===== src/sfcp_pkg.sv =====
// shared types, constants and tables of the servo frame command parser
package sfcp_pkg;

  localparam int FRAME_CAPACITY = 50;
  localparam int KEPT_CHARS     = 26;
  localparam int POS_W          = $clog2(FRAME_CAPACITY);
  localparam int ADDR_W         = $clog2(KEPT_CHARS);
  localparam int NUM_ANGLES     = 8;
  localparam int K_W            = $clog2(NUM_ANGLES);
  localparam int APB_ADDR_W     = 4;

  localparam logic [7:0] CHAR_OPEN   = 8'h28;
  localparam logic [7:0] CHAR_CLOSE  = 8'h29;
  localparam logic [7:0] CHAR_ZERO   = 8'h30;
  localparam logic [7:0] CHAR_GROUP1 = 8'h31;
  localparam logic [7:0] CHAR_GROUP2 = 8'h32;

  localparam logic [ADDR_W-1:0] FIRST_DIGIT_ADDR = ADDR_W'(2);

  localparam logic [7:0]  MIN_ANGLE_RESET  = 8'd35;
  localparam logic [7:0]  MAX_ANGLE_RESET  = 8'd175;
  localparam logic [11:0] PULSE_BASE_RESET = 12'd90;

  typedef enum logic [1:0] {
    REG_MIN_ANGLE  = 2'd0,
    REG_MAX_ANGLE  = 2'd1,
    REG_PULSE_BASE = 2'd2,
    REG_UNUSED     = 2'd3
  } reg_index_t;

  localparam logic STATUS_PWM   = 1'b0;
  localparam logic STATUS_ERROR = 1'b1;

  typedef struct packed {
    logic [7:0]  min_angle;
    logic [7:0]  max_angle;
    logic [11:0] pulse_base;
  } cfg_t;

  typedef struct packed {
    logic              wr_en;
    logic              rd_en;
    logic              clr_en;
    logic [ADDR_W-1:0] addr;
    logic [7:0]        wr_data;
    logic [POS_W-1:0]  clr_upto;
  } buf_req_t;

  // pwm controller register address of servo slot k in a group
  function automatic logic [6:0] servo_reg(input logic grp, input logic [K_W-1:0] k);
    logic [4:0] servo;
    servo = 5'd0;
    if (!grp) begin
      case (k)
        3'd0: servo = 5'd8;
        3'd1: servo = 5'd6;
        3'd2: servo = 5'd16;
        3'd3: servo = 5'd7;
        3'd4: servo = 5'd9;
        3'd5: servo = 5'd13;
        3'd6: servo = 5'd11;
        3'd7: servo = 5'd10;
        default: servo = 5'd0;
      endcase
    end else begin
      case (k)
        3'd0: servo = 5'd1;
        3'd1: servo = 5'd2;
        3'd2: servo = 5'd5;
        3'd3: servo = 5'd3;
        3'd4: servo = 5'd4;
        3'd5: servo = 5'd15;
        3'd6: servo = 5'd14;
        3'd7: servo = 5'd12;
        default: servo = 5'd0;
      endcase
    end
    return {servo, 2'b10};
  endfunction

endpackage


===== src/sfcp_if.sv =====
// stream interfaces for received bytes and pwm write results
interface sfcp_byte_if;
  logic       valid;
  logic       ready;
  logic [7:0] rx_byte;

  modport source (output valid, output rx_byte, input ready);
  modport sink (input valid, input rx_byte, output ready);
endinterface

interface sfcp_result_if;
  logic        valid;
  logic        ready;
  logic        status;
  logic [6:0]  reg_address;
  logic [11:0] pwm_off;
  logic        last;

  modport source (output valid, output status, output reg_address, output pwm_off,
                  output last, input ready);
  modport sink (input valid, input status, input reg_address, input pwm_off,
                input last, output ready);
endinterface


===== src/sfcp_buffer.sv =====
// frame character memory with per-entry valid bits
module sfcp_buffer (
  input  logic                clk,
  input  logic                rst,
  input  sfcp_pkg::buf_req_t  req,
  output logic [7:0]          rd_data
);

  logic [7:0]                      mem [sfcp_pkg::KEPT_CHARS];
  logic [sfcp_pkg::KEPT_CHARS-1:0] valid;
  logic [7:0]                      rd_q;
  logic                            rd_ok;

  always_ff @(posedge clk) begin
    if (req.wr_en) begin
      mem[req.addr] <= req.wr_data;
    end
    if (req.rd_en) begin
      rd_q <= mem[req.addr];
    end
  end

  always_ff @(posedge clk) begin
    if (rst) begin
      valid <= '0;
      rd_ok <= 1'b0;
    end else begin
      if (req.wr_en) begin
        valid[req.addr] <= 1'b1;
      end else if (req.clr_en) begin
        for (int i = 0; i < sfcp_pkg::KEPT_CHARS; i++) begin
          if (sfcp_pkg::POS_W'(i) <= req.clr_upto) begin
            valid[i] <= 1'b0;
          end
        end
      end
      if (req.rd_en) begin
        rd_ok <= valid[req.addr];
      end
    end
  end

  // never written or cleared entries read as zero
  assign rd_data = rd_ok ? rd_q : 8'd0;

endmodule


===== src/sfcp_ctrl.sv =====
// byte handling, frame parse sequencer and result register
module sfcp_ctrl (
  input  logic               clk,
  input  logic               rst,
  input  sfcp_pkg::cfg_t     cfg,
  sfcp_byte_if.sink          rx,
  sfcp_result_if.source      res,
  output sfcp_pkg::buf_req_t buf_req,
  input  logic [7:0]         buf_rd_data
);

  typedef enum logic [5:0] {
    S_IDLE  = 6'b000001,
    S_GROUP = 6'b000010,
    S_DIGIT = 6'b000100,
    S_EMIT  = 6'b001000,
    S_ERR   = 6'b010000,
    S_CLEAR = 6'b100000
  } state_t;

  state_t                          state, state_next;
  logic [sfcp_pkg::POS_W-1:0]      pos, pos_next;
  logic                            grp, grp_next;
  logic [1:0]                      sub, sub_next;
  logic [sfcp_pkg::K_W-1:0]        k, k_next;
  logic [7:0]                      acc, acc_next;
  logic [sfcp_pkg::ADDR_W-1:0]     last_addr, last_addr_next;
  logic [7:0]                      angle [sfcp_pkg::NUM_ANGLES];
  logic                            angle_we;

  logic                            out_valid, out_valid_next;
  logic                            out_load;
  logic                            out_status, out_status_next;
  logic [6:0]                      out_reg, out_reg_next;
  logic [11:0]                     out_off, out_off_next;
  logic                            out_last, out_last_next;

  logic                            accept;
  logic                            out_free;
  logic [7:0]                      ch_eff;
  logic [7:0]                      digit;
  logic [7:0]                      acc_base;
  logic [7:0]                      acc_step;
  logic [sfcp_pkg::NUM_ANGLES-1:0] in_rng;
  logic                            more;

  assign rx.ready = (state == S_IDLE);
  assign accept   = rx.valid && rx.ready;
  assign out_free = !out_valid || res.ready;

  // the entry at the write position reads as the frame terminator
  assign ch_eff   = ({{(sfcp_pkg::POS_W-sfcp_pkg::ADDR_W){1'b0}}, last_addr} == pos) ?
                    8'd0 : buf_rd_data;
  assign digit    = ch_eff - sfcp_pkg::CHAR_ZERO;
  assign acc_base = (sub == 2'd0) ? 8'd0 : acc;
  assign acc_step = (acc_base << 3) + (acc_base << 1) + digit;

  always_comb begin
    for (int j = 0; j < sfcp_pkg::NUM_ANGLES; j++) begin
      in_rng[j] = (angle[j] >= cfg.min_angle) && (angle[j] <= cfg.max_angle);
    end
    more = 1'b0;
    for (int j = 0; j < sfcp_pkg::NUM_ANGLES; j++) begin
      if (j > int'(k) && in_rng[j]) begin
        more = 1'b1;
      end
    end
  end

  always_comb begin
    state_next      = state;
    pos_next        = pos;
    grp_next        = grp;
    sub_next        = sub;
    k_next          = k;
    acc_next        = acc;
    last_addr_next  = last_addr;
    angle_we        = 1'b0;
    out_load        = 1'b0;
    out_status_next = out_status;
    out_reg_next    = out_reg;
    out_off_next    = out_off;
    out_last_next   = out_last;
    buf_req         = '0;

    case (state)
      S_IDLE: begin
        if (accept) begin
          if (rx.rx_byte == sfcp_pkg::CHAR_OPEN) begin
            pos_next = '0;
          end else if (rx.rx_byte == sfcp_pkg::CHAR_CLOSE) begin
            buf_req.rd_en  = 1'b1;
            buf_req.addr   = '0;
            last_addr_next = '0;
            state_next     = S_GROUP;
          end else if (pos < sfcp_pkg::POS_W'(sfcp_pkg::FRAME_CAPACITY - 1)) begin
            if (pos < sfcp_pkg::POS_W'(sfcp_pkg::KEPT_CHARS)) begin
              buf_req.wr_en   = 1'b1;
              buf_req.addr    = pos[sfcp_pkg::ADDR_W-1:0];
              buf_req.wr_data = rx.rx_byte;
            end
            pos_next = pos + 1'b1;
          end
        end
      end
      S_GROUP: begin
        if (ch_eff == sfcp_pkg::CHAR_GROUP1 || ch_eff == sfcp_pkg::CHAR_GROUP2) begin
          grp_next       = (ch_eff == sfcp_pkg::CHAR_GROUP2);
          buf_req.rd_en  = 1'b1;
          buf_req.addr   = sfcp_pkg::FIRST_DIGIT_ADDR;
          last_addr_next = sfcp_pkg::FIRST_DIGIT_ADDR;
          sub_next       = 2'd0;
          k_next         = '0;
          state_next     = S_DIGIT;
        end else begin
          state_next = S_ERR;
        end
      end
      S_DIGIT: begin
        if (sub == 2'd2) begin
          angle_we = 1'b1;
          sub_next = 2'd0;
          if (k == sfcp_pkg::K_W'(sfcp_pkg::NUM_ANGLES - 1)) begin
            k_next     = '0;
            state_next = S_EMIT;
          end else begin
            k_next = k + 1'b1;
          end
        end else begin
          acc_next = acc_step;
          sub_next = sub + 2'd1;
        end
        if (!(sub == 2'd2 && k == sfcp_pkg::K_W'(sfcp_pkg::NUM_ANGLES - 1))) begin
          buf_req.rd_en  = 1'b1;
          buf_req.addr   = last_addr + 1'b1;
          last_addr_next = last_addr + 1'b1;
        end
      end
      S_EMIT: begin
        if (!in_rng[k] || out_free) begin
          if (in_rng[k]) begin
            out_load        = 1'b1;
            out_status_next = sfcp_pkg::STATUS_PWM;
            out_reg_next    = sfcp_pkg::servo_reg(grp, k);
            out_off_next    = {3'b000, angle[k], 1'b0} + cfg.pulse_base;
            out_last_next   = !more;
          end
          if (k == sfcp_pkg::K_W'(sfcp_pkg::NUM_ANGLES - 1)) begin
            state_next = S_CLEAR;
          end else begin
            k_next = k + 1'b1;
          end
        end
      end
      S_ERR: begin
        if (out_free) begin
          out_load        = 1'b1;
          out_status_next = sfcp_pkg::STATUS_ERROR;
          out_reg_next    = 7'd0;
          out_off_next    = 12'd0;
          out_last_next   = 1'b1;
          state_next      = S_CLEAR;
        end
      end
      S_CLEAR: begin
        buf_req.clr_en   = 1'b1;
        buf_req.clr_upto = pos;
        pos_next         = '0;
        state_next       = S_IDLE;
      end
      default: begin
        state_next = S_IDLE;
      end
    endcase
  end

  always_comb begin
    out_valid_next = out_valid;
    if (out_load) begin
      out_valid_next = 1'b1;
    end else if (res.ready) begin
      out_valid_next = 1'b0;
    end
  end

  always_ff @(posedge clk) begin
    if (rst) begin
      state     <= S_IDLE;
      pos       <= '0;
      out_valid <= 1'b0;
    end else begin
      state     <= state_next;
      pos       <= pos_next;
      out_valid <= out_valid_next;
    end
  end

  always_ff @(posedge clk) begin
    grp        <= grp_next;
    sub        <= sub_next;
    k          <= k_next;
    acc        <= acc_next;
    last_addr  <= last_addr_next;
    out_status <= out_status_next;
    out_reg    <= out_reg_next;
    out_off    <= out_off_next;
    out_last   <= out_last_next;
    if (angle_we) begin
      angle[k] <= acc_step;
    end
  end

  assign res.valid       = out_valid;
  assign res.status      = out_status;
  assign res.reg_address = out_reg;
  assign res.pwm_off     = out_off;
  assign res.last        = out_last;

endmodule


===== src/servo_frame_command_parser.sv =====
// top level: configuration registers, frame buffer and parse controller
//
//  channel  dir  handshake            payload
//  rx       in   valid/ready          rx_byte
//  cmd      out  valid/ready          status, reg_address, pwm_off, last
//  apb      in   psel/penable/pready  paddr, pwdata, prdata
//
// an ordinary byte or an opening bracket is taken in the idle state, which it does not leave
// a closing bracket starts a parse, held by output stalls: the accept, one group
// read, 24 digit reads through the single buffer port, 8 emit steps, one clear
// an unknown group runs the group check, error result and clear, plus output stalls
// buffer valid bits and position clear at once on reset; no clearing pass
// a waiting result holds the emit step until the output register is free
module servo_frame_command_parser (
  input  logic                            clk,
  input  logic                            rst,
  sfcp_byte_if.sink                       rx,
  sfcp_result_if.source                   cmd,
  input  logic                            psel,
  input  logic                            penable,
  input  logic                            pwrite,
  input  logic [sfcp_pkg::APB_ADDR_W-1:0] paddr,
  input  logic [31:0]                     pwdata,
  output logic [31:0]                     prdata,
  output logic                            pready
);

  sfcp_pkg::cfg_t       cfg;
  sfcp_pkg::buf_req_t   buf_req;
  logic [7:0]           buf_rd_data;
  sfcp_pkg::reg_index_t reg_idx;
  logic                 wr_req;

  assign pready  = 1'b1;
  assign reg_idx = sfcp_pkg::reg_index_t'(paddr[3:2]);
  assign wr_req  = psel && penable && pwrite && pready;

  always_ff @(posedge clk) begin
    if (rst) begin
      cfg.min_angle  <= sfcp_pkg::MIN_ANGLE_RESET;
      cfg.max_angle  <= sfcp_pkg::MAX_ANGLE_RESET;
      cfg.pulse_base <= sfcp_pkg::PULSE_BASE_RESET;
    end else if (wr_req) begin
      case (reg_idx)
        sfcp_pkg::REG_MIN_ANGLE:  cfg.min_angle  <= pwdata[7:0];
        sfcp_pkg::REG_MAX_ANGLE:  cfg.max_angle  <= pwdata[7:0];
        sfcp_pkg::REG_PULSE_BASE: cfg.pulse_base <= pwdata[11:0];
        default: begin
        end
      endcase
    end
  end

  always_comb begin
    case (reg_idx)
      sfcp_pkg::REG_MIN_ANGLE:  prdata = {24'd0, cfg.min_angle};
      sfcp_pkg::REG_MAX_ANGLE:  prdata = {24'd0, cfg.max_angle};
      sfcp_pkg::REG_PULSE_BASE: prdata = {20'd0, cfg.pulse_base};
      default:                  prdata = 32'd0;
    endcase
  end

  sfcp_buffer u_buffer (
    .clk     (clk),
    .rst     (rst),
    .req     (buf_req),
    .rd_data (buf_rd_data)
  );

  sfcp_ctrl u_ctrl (
    .clk         (clk),
    .rst         (rst),
    .cfg         (cfg),
    .rx          (rx),
    .res         (cmd),
    .buf_req     (buf_req),
    .buf_rd_data (buf_rd_data)
  );

  a_error_fields : assert property (@(posedge clk) disable iff (rst)
    (cmd.valid && cmd.status == sfcp_pkg::STATUS_ERROR) |->
      (cmd.reg_address == 7'd0 && cmd.pwm_off == 12'd0 && cmd.last))
    else $error("error result with nonzero fields or not last");

  a_close_busy : assert property (@(posedge clk) disable iff (rst)
    (rx.valid && rx.ready && rx.rx_byte == sfcp_pkg::CHAR_CLOSE) |=> !rx.ready)
    else $error("closing bracket did not start a parse");

  a_result_in_parse : assert property (@(posedge clk) disable iff (rst)
    $rose(cmd.valid) |-> !rx.ready)
    else $error("result appeared outside a parse");

  a_buf_exclusive : assert property (@(posedge clk) disable iff (rst)
    !(buf_req.wr_en && (buf_req.rd_en || buf_req.clr_en)))
    else $error("buffer write overlaps a read or clear");

endmodule


===== src/flat_wrapper.sv =====
// flat-port wrapper written by rule: the top's interface ports become plain ports
module servo_frame_command_parser_flat 
  (clk, rst, psel, penable, pwrite, paddr, pwdata, prdata, pready, rx_valid, rx_rx_byte, rx_ready, cmd_valid, cmd_status, cmd_reg_address, cmd_pwm_off, cmd_last, cmd_ready);
  sfcp_byte_if rx_i ();
  sfcp_result_if cmd_i ();
  input  logic clk;
  input  logic rst;
  input  logic psel;
  input  logic penable;
  input  logic pwrite;
  input  logic [sfcp_pkg::APB_ADDR_W-1:0] paddr;
  input  logic [31:0] pwdata;
  output logic [31:0] prdata;
  output logic pready;
  input wire logic [$bits(rx_i.valid)-1:0] rx_valid;
  input wire logic [$bits(rx_i.rx_byte)-1:0] rx_rx_byte;
  output wire logic [$bits(rx_i.ready)-1:0] rx_ready;
  output wire logic [$bits(cmd_i.valid)-1:0] cmd_valid;
  output wire logic [$bits(cmd_i.status)-1:0] cmd_status;
  output wire logic [$bits(cmd_i.reg_address)-1:0] cmd_reg_address;
  output wire logic [$bits(cmd_i.pwm_off)-1:0] cmd_pwm_off;
  output wire logic [$bits(cmd_i.last)-1:0] cmd_last;
  input wire logic [$bits(cmd_i.ready)-1:0] cmd_ready;
  assign rx_i.valid = rx_valid;
  assign rx_i.rx_byte = rx_rx_byte;
  assign rx_ready = rx_i.ready;
  assign cmd_valid = cmd_i.valid;
  assign cmd_status = cmd_i.status;
  assign cmd_reg_address = cmd_i.reg_address;
  assign cmd_pwm_off = cmd_i.pwm_off;
  assign cmd_last = cmd_i.last;
  assign cmd_i.ready = cmd_ready;
  servo_frame_command_parser u_core (.clk(clk), .rst(rst), .rx(rx_i), .cmd(cmd_i), .psel(psel), .penable(penable), .pwrite(pwrite), .paddr(paddr), .pwdata(pwdata), .prdata(prdata), .pready(pready));
endmodule

===== config.mk =====
export PLATFORM = sky130hd
export DESIGN_NAME = servo_frame_command_parser_flat
export DESIGN_NICKNAME = d
export VERILOG_FILES = /design/src/sfcp_pkg.sv /design/src/sfcp_if.sv /design/src/sfcp_buffer.sv /design/src/sfcp_ctrl.sv /design/src/servo_frame_command_parser.sv /design/src/flat_wrapper.sv
export SDC_FILE = /design/constraint.sdc
export NUM_CORES = 1
export LEC_CHECK = 0
export ABC_AREA = 1
export BUFFER_PORTS_ARGS = -buffer_cell sky130_fd_sc_hd__buf_2
export CELL_PAD_IN_SITES_DETAIL_PLACEMENT = 1
export CELL_PAD_IN_SITES_GLOBAL_PLACEMENT = 2
export CORE_MARGIN = 2
export CORE_UTILIZATION = 39
export DETAILED_ROUTE_END_ITERATION = 10
export MAX_ROUTING_LAYER = met4
export PLACE_DENSITY = 0.84
export SYNTH_ARGS = -nofsm -noshare
export SYNTH_HDL_FRONTEND = slang
export SYNTH_SLANG_ARGS = --single-unit

===== constraint.sdc =====
create_clock -name clk -period 4.7 [get_ports clk]
set_input_delay 0.47 -clock clk [delete_from_list [all_inputs] [get_ports clk]]
set_output_delay 0.47 -clock clk [all_outputs]
set_load 0.005 [all_outputs]

After elaboration in Yosys (flattened, before gate mapping) --
Memory sizes are Yosys's and may differ from the RTL's. A register that Yosys moved wholly into a read port is not among the register bits. Index checks and enable logic that the tools add are counted.
Word-level totals: bits of input ports 51, memories 4, bits in registers 107, bits in read-only memories 72, memory bits (writable) 272, output and inout port bits 56
Operators by class: multiplexer cells 128, bitwise operators 2, order comparisons 54, equality and inequality tests 29, reductions and logical operators 98, add/subtract/negate cells 8
Memory list:
- u_core.u_buffer.mem | depth 26, bits a word 8, rd ports 1, clocked after memory_dff 1, wr ports 1, RTL line sfcp_buffer.sv:9 | logic [7:0] mem [sfcp_pkg::KEPT_CHARS];
- u_core.u_ctrl.angle | depth 8, bits a word 8, rd ports 9, clocked after memory_dff 1, wr ports 1, RTL line sfcp_ctrl.sv:28 | logic [7:0] angle [sfcp_pkg::NUM_ANGLES];
- (name not given) | depth 8, bits a word 5, rd ports 1, clocked after memory_dff 1, wr ports 0, RTL line sfcp_pkg.sv:54 | case (k)
- (name not given) | depth 8, bits a word 4, rd ports 1, clocked after memory_dff 1, wr ports 0, RTL line sfcp_pkg.sv:66 | case (k)
Operators with widths (number):
- $mux W6 | 13
- $ge A8 B8 Y1 | 8
- $le A8 B8 Y1 | 8
- $reduce_and A2 Y1 | 32
- $reduce_bool A2 Y1 | 31
- $le A5 B6 Y1 const A | 10
- $mux W1 | 60
- $mux W13 | 4
- $mux W26 | 2
- $le A4 B6 Y1 const A | 8
- $mux W5 | 9
- $mux W12 | 3
- $pmux W12 S3 | 1
- $eq A8 B6 Y1 const B | 4
- $mux W8 | 4
- $pmux W5 S3 | 2
- $pmux W6 S5 | 1
- $mux W7 | 4
- $or A26 B26 Y26 | 1
- $le A3 B6 Y1 const A | 4
- $mux W3 | 8
- $pmux W12 S2 | 1
- $logic_and A1 B1 Y1 | 20
- $ne A2 B2 Y1 const B | 10
- 49 further kinds | 71

Logic depth before layout (Yosys ltp) --
Gate-level depths: netlist of run 1. An unclocked memory read counts as a cell.
word-level depth 15, mapped depth 22

By module --
Synthesis of run 1 repeated with hierarchy kept, for this count alone.
Second synthesis, totals: cell total of the unflattened synthesis 2246, area, all modules 20848.7 sq um
By module, submodules not included:
- sfcp_buffer | times used 1, area each 9864.5 sq um, cells each 895
- sfcp_ctrl | times used 1, area each 9510.4 sq um, cells each 1124
- servo_frame_command_parser | times used 1, area each 1473.9 sq um, cells each 227

Least setup slack after synthesis of run 1 --
OpenSTA, ideal clock, no wires.
kind register to register, start register, netlist name u_core.cfg[17], end register u_core.u_ctrl.out_last (netlist: u_core.u_ctrl.res.last) (enable), path slack 1.332 ns, path buffers 0, setup time 0.422 ns, cell stages (with the launch flop) 14, required time 4.278 ns, data arrival time 2.946 ns, cells stage by stage dfxtp_1 -> inv_1 -> ha_1 -> a21oi_1 -> nor2_1 -> nor3_1 -> nand2_1 -> nand2_1 -> nand2_1 -> nand2_1 -> nand2_1 -> nor2_1 -> a21oi_1 -> nor3_1
On the way: word-level cells in the longest chain between the ends 8
Ends and longest elaborated chain:
- $le A8 B8 Y1 | RTL line sfcp_ctrl.sv:60 | in_rng[j] = (angle[j] >= cfg.min_angle) && (angle[j] <= cfg.max_angle);
- $logic_and A1 B1 Y1 | RTL line sfcp_ctrl.sv:60
- $bmux W1 S3 * | RTL line sfcp_ctrl.sv:140, sfcp_ctrl.sv:141
- $mux W1 (implied by the code) * | RTL line sfcp_ctrl.sv:140, sfcp_ctrl.sv:141
- $logic_not A1 Y1 | RTL line sfcp_ctrl.sv:140 | if (!in_rng[k] || out_free) begin
- $logic_or A1 B1 Y1 | RTL line sfcp_ctrl.sv:140
- $ne A2 B2 Y1 (no source line)
- $reduce_and A4 Y1 (no source line) *
- to (signal assigned) | RTL line sfcp_ctrl.sv:207 | out_last <= out_last_next;
- to (decl) | RTL line sfcp_ctrl.sv:36 | logic out_last, out_last_next;
Mark *: on every way between the ends. The rest lies on a longest branch, timed or not. The select of a mux whose other input is x is not followed. A chain may end at the register's enable or synchronous reset.

Worst setup path after layout of run 1 --
start register u_core.u_ctrl.pos[3] in the netlist's numbering, end memory u_core.u_ctrl.angle[0][7] (data pin)
On the way: word-level cells in the longest chain between the ends 4
Ends and longest elaborated chain:
- from (decl) | RTL line sfcp_ctrl.sv:22 | logic [sfcp_pkg::POS_W-1:0] pos, pos_next;
- from (signal assigned) | RTL line sfcp_ctrl.sv:193 | pos <= pos_next;
- $eq A5 B6 Y1 | RTL line sfcp_ctrl.sv:52 | assign ch_eff = ({{(sfcp_pkg::POS_W-sfcp_pkg::ADDR_W){1'b0}}, last_addr} == pos) ?
- $mux W8 | RTL line sfcp_ctrl.sv:52
- $sub A8 B6 Y8 | RTL line sfcp_ctrl.sv:54 | assign digit = ch_eff - sfcp_pkg::CHAR_ZERO;
- $add A8 B8 Y8 | RTL line sfcp_ctrl.sv:56 | assign acc_step = (acc_base << 3) + (acc_base << 1) + digit;
- via u_core.u_ctrl.acc_step[7] | RTL line sfcp_ctrl.sv:43 | logic [7:0] acc_step;
- to (decl) | RTL line sfcp_ctrl.sv:28
The timed path passes the listed nets, and every way through them passes these cells.

==> results of run 1 <==
-- synth_stat cells (all sizes together) (37+ instances only) --
library cell	number	share of area, %
buf	50	1.6
a21oi	127	3.1
inv	215	3.8
dfxtp	80	7.6
edfxtp	318	45
nand2	703	13
nor2	255	5.0
ha	162	9.6
nand4	37	1.3
o21ai	116	2.9
nor3	41	1.1
nand3	62	1.5
-- flip-flops by register name (all words and copies together) (netlist names), named ones only --
register and count:
u_core.u_ctrl.grp 1, u_core.u_buffer.valid 26, u_core.u_ctrl.sub 2, u_core.u_ctrl.res.reg_address 6
u_core.u_ctrl.acc 7, u_core.u_ctrl.res.status 1, u_core.u_ctrl.angle 64, u_core.u_ctrl.k 3
u_core.u_buffer.mem 208, u_core.u_buffer.rd_q 8, u_core.u_ctrl.last_addr 5, u_core.u_ctrl.state 6
u_core.cfg 28, u_core.u_ctrl.pos 6, u_core.u_buffer.rd_ok 1, u_core.u_ctrl.res.last 1
u_core.u_ctrl.res.pwm_off 12, u_core.u_ctrl.res.valid 1
-- power by group through the flow --
stage | Clock (uW) | Combinational (uW) | Sequential (uW)
after global placement | 0 | 1590 | 4120
after detailed placement | 0 | 1640 | 4120
after global routing | 3900 | 1810 | 4060
after floorplan | 0 | 1060 | 4110
after CTS | 3770 | 1650 | 4050
final | 3710 | 1640 | 4050
-- cells by family after synthesis --
kind of cell               count (synthesis)
other                                      2
buffers and inverters                    294
adders and majority gates                168
xor gates and xnor gates                   9
AOI/OAI and AO/OA                        307
and+or+nand+nor                         1117
DFF                                      398
-- worst paths after layout --
kind	depth (start not counted)	end	from
max	17	u_core.u_ctrl.angle[0][7]	u_core.u_ctrl.pos[3]
min	3	u_core.cfg[25]	pwdata[5]
max reg2reg	17	u_core.u_ctrl.angle[0][7]	u_core.u_ctrl.pos[3]
min reg2reg	2	u_core.u_buffer.valid[10]	u_core.u_buffer.valid[10]
-- worst max-delay path: stages (launching register included) --
cell,delay [ns]
dfxtp_1,0.52
inv_2,0.16
nor2_1,0.14
nor2_2,0.06
nand3_2,0.16
nand2_1,0.07
inv_1,0.11
nand2_1,0.09
fa_1,0.53
inv_1,0.04
ha_1,0.29
ha_1,0.24
fa_1,0.40
nand2_1,0.08
nand2_1,0.05
a21oi_1,0.15
xnor2_1,0.10
xnor2_1,0.61
-- layout make-up --
cell class              count  area share [%]
clock buffers              56            5.05
clock inverters            29            1.46
repair buffers            101            2.54
flip-flops and latches    398            47.0
well taps                 696            3.67
multi-input cells        1623            36.9
inverters                 215            3.41
-- metal layers --
metal | GRT usage (%) | up-vias | routed length (um)
li1 | - | 7878 | -
met3 | 2.61 | 93 | 2360
met5 | - | - | 0
met2 | 41.1 | 311 | 32000
met4 | 6.58 | 0 | 1650
met1 | 30.1 | 8136 | 29000
-- stage by stage --
stage | instance area [um2] | util, % | total power (uW)
2_1_floorplan | 21100 | - | 5170
3_3_place_gp | 22200 | 41.4 | 5700
3_5_place_dp | 22200 | 41.4 | 5760
4_1_cts | 23700 | 44.3 | 9470
5_1_grt | 23700 | 44.3 | 9770
6_report | 23700 | 44.3 | 9400
==> metrics.txt, run 1 <==
DPL Wire Length=46200 um; Multi-input gate area=8740 um2; final setup violation count=0; Synth Area in Simple Gates=22.3%; clk sinks=398; WL final=65000 um; RSZ-0062 raised after global routing=no; fin. max-slew vios=0; status=complete, no violations; total track usage=24.0%; clock buffer depth=3; CP Launch Type=flip-flop; clock power share=39.4%; Synth Register Bits=398; clk_lat worst skew=0.61 ns; Final Net Count=2604; Post-synth EDFFs=318; Int Power=6580 uW; WS Path Type=reg -> reg; ANT nets after route=0; switch share=30.0%; post-CTS setup buffers=0; Syn Area/Cell=9.17 um2; Hold Path Class=in -> reg; Hold Slack=0.131 ns; # diodes=0; Fin. Hold Viols=0; Placer Congestion=0.867; DRC viols=0; most frequent cells in the layout=nand2_1, edfxtp_1, nor2_1, inv_1, ha_1; remaining global-route overflow=0; clk_skew=0.0370 ns; FF/Latch Area=11200 um2; Gate power share=17.5%; Yosys warnings=0; Psw=2810 uW; pwr/cell area=396 nW/um2; max_cap viols=0; Place WS=0.585 ns; register area share after synthesis=53.0%; TNS Setup=0 ns; final period utilization=87.2%; Fmax achieved=244 MHz; worst setup margin=0.601 ns; Final Non-Filler Cells=3118; CTS-repair resized insts=0; Worst Path Required=5.00 ns; Compound-Gate Fraction of Synth Area=8.19%; synth unique cells=55; Initial Util=39.3%; # port buffers=62; via count=16400; die extent in x=236 um; share of flip-flops with an asynchronous set or reset=0%; Die Ht=236 um; post-cts hold buffer count=0; layout cell share with drive strength beyond 1=9.91%; Seq pwr share=43.1%; shortest period the worst path allows=4.10 ns; largest family of logic cells by synthesized area=simple AND/OR/NAND/NOR gates; area grow syn2layout=12.7%; first-pass GRT wire length=100000 um; pin count of the biggest net entering global routing=51; CP endpoint kind=flip-flop; htree depth=2; Lkg Pwr=0.0100 uW; CP arrival=4.40 ns; CTS Buf Count=46; First-pass DRT Iterations=5; Max VDD drop=0.000330 V; CTS clk-pin slew, worst paths=0.06 ns; number of global-route vias before repair=17200; FF-to-FF setup slack=0.60 ns; Slew headroom=14.8%; Placed Instances=3033; row count=85; post-synthesis mux area share=0%; measured slew at the worst slew-check pin=1.27 ns; mapped cell area=21000 um2; commonest non-fill, non-tap cell in the layout=nand2_1; CTS tree=yes; total I/O pin count=107; die area=55800 um2; Fillers=6185; core region area=53600 um2; Root Buffer=clkbuf_16; Synth Area in Adders=10.2%; post-synthesis cell count=2295; CP max FO=9; WL/cell=20.8 um; Synth Area in XOR/XNOR=0.375%; Initial DRC Count=853; Main synth FF type=edfxtp_1; antenna violations before repair=1; Vias/cell=5.27
Note: power is estimated with default switching activity, not from simulation.
==> run 2: changes to the inputs <==
--- a/config.mk
+++ b/config.mk
@@ -10,10 +10,10 @@
 export CELL_PAD_IN_SITES_DETAIL_PLACEMENT = 1
 export CELL_PAD_IN_SITES_GLOBAL_PLACEMENT = 2
 export CORE_MARGIN = 2
-export CORE_UTILIZATION = 39
+export CORE_UTILIZATION = 42
 export DETAILED_ROUTE_END_ITERATION = 10
 export MAX_ROUTING_LAYER = met4
-export PLACE_DENSITY = 0.84
+export PLACE_DENSITY = 0.89
 export SYNTH_ARGS = -nofsm -noshare
 export SYNTH_HDL_FRONTEND = slang
 export SYNTH_SLANG_ARGS = --single-unit
==> constraint.sdc (replaced) <==
create_clock -name clk -period 5.1 [get_ports clk]
set_input_delay 0.51 -clock clk [delete_from_list [all_inputs] [get_ports clk]]
set_output_delay 0.51 -clock clk [all_outputs]
set_load 0.005 [all_outputs]
==> run 2 against run 1 <==
Final area is essentially flat; clock power shrank 11%; clock skew grew 0.0093 ns; first-iteration DRC count grew 13%; via count grew 1.6%; final cell count shrank 0.48%; critical path depth is the same; setup slack gained 0.48 ns; sequential power shrank 7.9%.
==> metrics.txt, run 2 (same netlist as run 1, synthesis figures left out) <==
total track usage=25.7% (+1.7 points); CTS clk-pin slew, worst paths=0.06 ns (about the same); final setup violation count=0 (unchanged); # port buffers=62 (unchanged); post-CTS setup buffers=0 (unchanged); die area=51900 um2 (-7.0%); Initial DRC Count=960 (+13%); via count=16700 (+1.6%); DRC viols=0 (unchanged); FF-to-FF setup slack=1.08 ns (+0.48 ns); final period utilization=78.9% (-8.3 points); WS Path Type=reg -> reg; Worst Path Required=5.58 ns (+0.58 ns); Seq pwr share=43.6% (+0.5 points); delay-heaviest family, CP=simple AND/OR/NAND/NOR gates; post-layout util=47.6% (+3.3 points); Max VDD drop=0.000318 V (-3.7%); Vias/cell=5.38 (+2.1%); max incr delay on CP=0.52 ns (-0.09 ns); Gate power share=17.6% (about the same); remaining global-route overflow=0 (unchanged); measured slew at the worst slew-check pin=1.37 ns (+0.0923 ns); WL final=64800 um (-0.22%); largest registers=u_core.u_buffer.mem (208), u_core.u_ctrl.angle (64), u_core.cfg (28); DPL Wire Length=45400 um (-1.6%); status=complete, no violations; Psw=2600 uW (-7.5%); CTS Buf Count=47 (+2.2%); shortest period the worst path allows=4.02 ns (-0.0759 ns); Placer Congestion=0.889 (+2.6%); CP max FO=10 (+1); CP most frequent cell=nand2_1; switch share=30.5% (+0.50 points); pwr/cell area=360 nW/um2 (-9.0%); Lkg Pwr=0.0100 uW (+0.18%); Root Buffer=clkbuf_16; fin. max-slew vios=0 (unchanged); CP Launch Type=flip-flop; crit-path cells=inv_1 -> ha_1 -> a21oi_1 -> o21a_1 -> nand2_1 -> o21ai_0 -> nand2_1 -> nand2_1 -> nand2_1 -> nor2_1 -> nand4_1 -> nand2_1 -> nand2_1 -> nand2_1 -> inv_1 -> ha_1 -> or2_1; ANT nets after route=0 (unchanged); clk sinks=398 (unchanged); r2r startpoint=u_core.cfg[19]; post-cts hold buffer count=0 (unchanged); CP max stage cell=inv_1; WL/cell=20.9 um (+0.27%); Slew headroom=8.86% (-5.9 points); WP depth=17 (unchanged); Final Net Count=2611 (+0.27%); clock buffer depth=3 (unchanged); Fmax achieved=249 MHz (+1.9%); Int Power=5950 uW (-9.6%); pin count of the biggest net entering global routing=70 (+37%); Die Ht=228 um (-3.6%); clock power share=38.7% (-0.7 points); TNS Setup=0 ns (unchanged); layout cell share with drive strength beyond 1=10.0% (+0.13 points); Fin. Hold Viols=0 (unchanged); core region area=49900 um2 (-7.0%); CP endpoint kind=flip-flop; Initial Util=42.2% (+2.9 points); area grow syn2layout=12.7% (about the same); most frequent cells in the layout=nand2_1, edfxtp_1, nor2_1, inv_1, ha_1; Fillers=5813 (-6.0%); Worst Path Buf+Inv=2 (-1); number of global-route vias before repair=17600 (+2.3%); commonest non-fill, non-tap cell in the layout=nand2_1; RSZ-0062 raised after global routing=no; register name with the most flops=u_core.u_buffer.mem; clk_lat worst skew=0.63 ns (+0.02 ns); # diodes=0 (unchanged); CTS-repair resized insts=0 (unchanged); clk_skew=0.0463 ns (+0.00928 ns); Hold Path Origin=pwdata[0]; total I/O pin count=107 (unchanged); CTS tree=yes; worst-case reg-to-reg path depth=17 (unchanged); Power, Total=8550 uW (-9.0%); max reg flops=208 (unchanged); htree depth=2 (unchanged); max_cap viols=0 (unchanged); hold path cells=3 (unchanged); CP arrival=4.50 ns (+0.10 ns); die extent in x=228 um (-3.6%); CP Launch Point=u_core.cfg[19]; first-pass GRT wire length=101000 um (+0.31%); Hold Path Class=in -> reg; row count=82 (-3.5%); antenna violations before repair=0 (-1); First-pass DRT Iterations=5 (unchanged)
run 2: final cells by class:
type,instances,area [um2],area share [%]
flip-flops and latches,398,11200,47.0
multi-input cells,1623,8740,36.9
clock buffers,65,1320,5.54
well taps,672,841,3.54
inverters,215,810,3.41
repair buffers,107,648,2.73
clock inverters,23,219,0.923
run 2: final timing paths:
kind                                                   to
worst max-delay path                            flip-flop
worst min-delay path                       u_core.cfg[12]
worst max register to register                  flip-flop
worst min register to register  u_core.u_buffer.valid[12]
run 2: tightest hold or removal path: stages:
cell and delay (ns):
buf_2 0.12, nand2_1 0.06, nand3_1 0.07
run 2: power groups by stage:
stage               logic (uW)  registers [uW]  clock network [uW]
global placement          1450            3800                   0
CTS                       1520            3730                3360
detailed placement        1500            3800                   0
global route              1670            3740                3480
floorplan                  980            3790                   0
finish                    1510            3730                3310
run 2: through the flow:
step / cell area, um2 / hold slack (ns) / instances / setup slack, ns
floorplan: 21100 / 0.432 / 2315 / 1.73
global placement: 22200 / 0.447 / 3015 / 1.33
detailed placement: 22200 / 0.459 / 3015 / 1.15
CTS: 23700 / 0.131 / 3103 / 1.10
global route: 23700 / 0.165 / 3103 / 0.773
finish: 23700 / 0.183 / 3103 / 1.08
run 2: metal layers:
| layer | vias up | part of all wire (%) | GRT usage (%) |
|---|---|---|---|
| li1 | 7897 | - | - |
| met1 | 8284 | 44 | 31.7 |
| met2 | 372 | 49 | 43.1 |
| met3 | 134 | 3.8 | 3.48 |
| met4 | 0 | 3.7 | 9.21 |
| met5 | - | 0 | - |
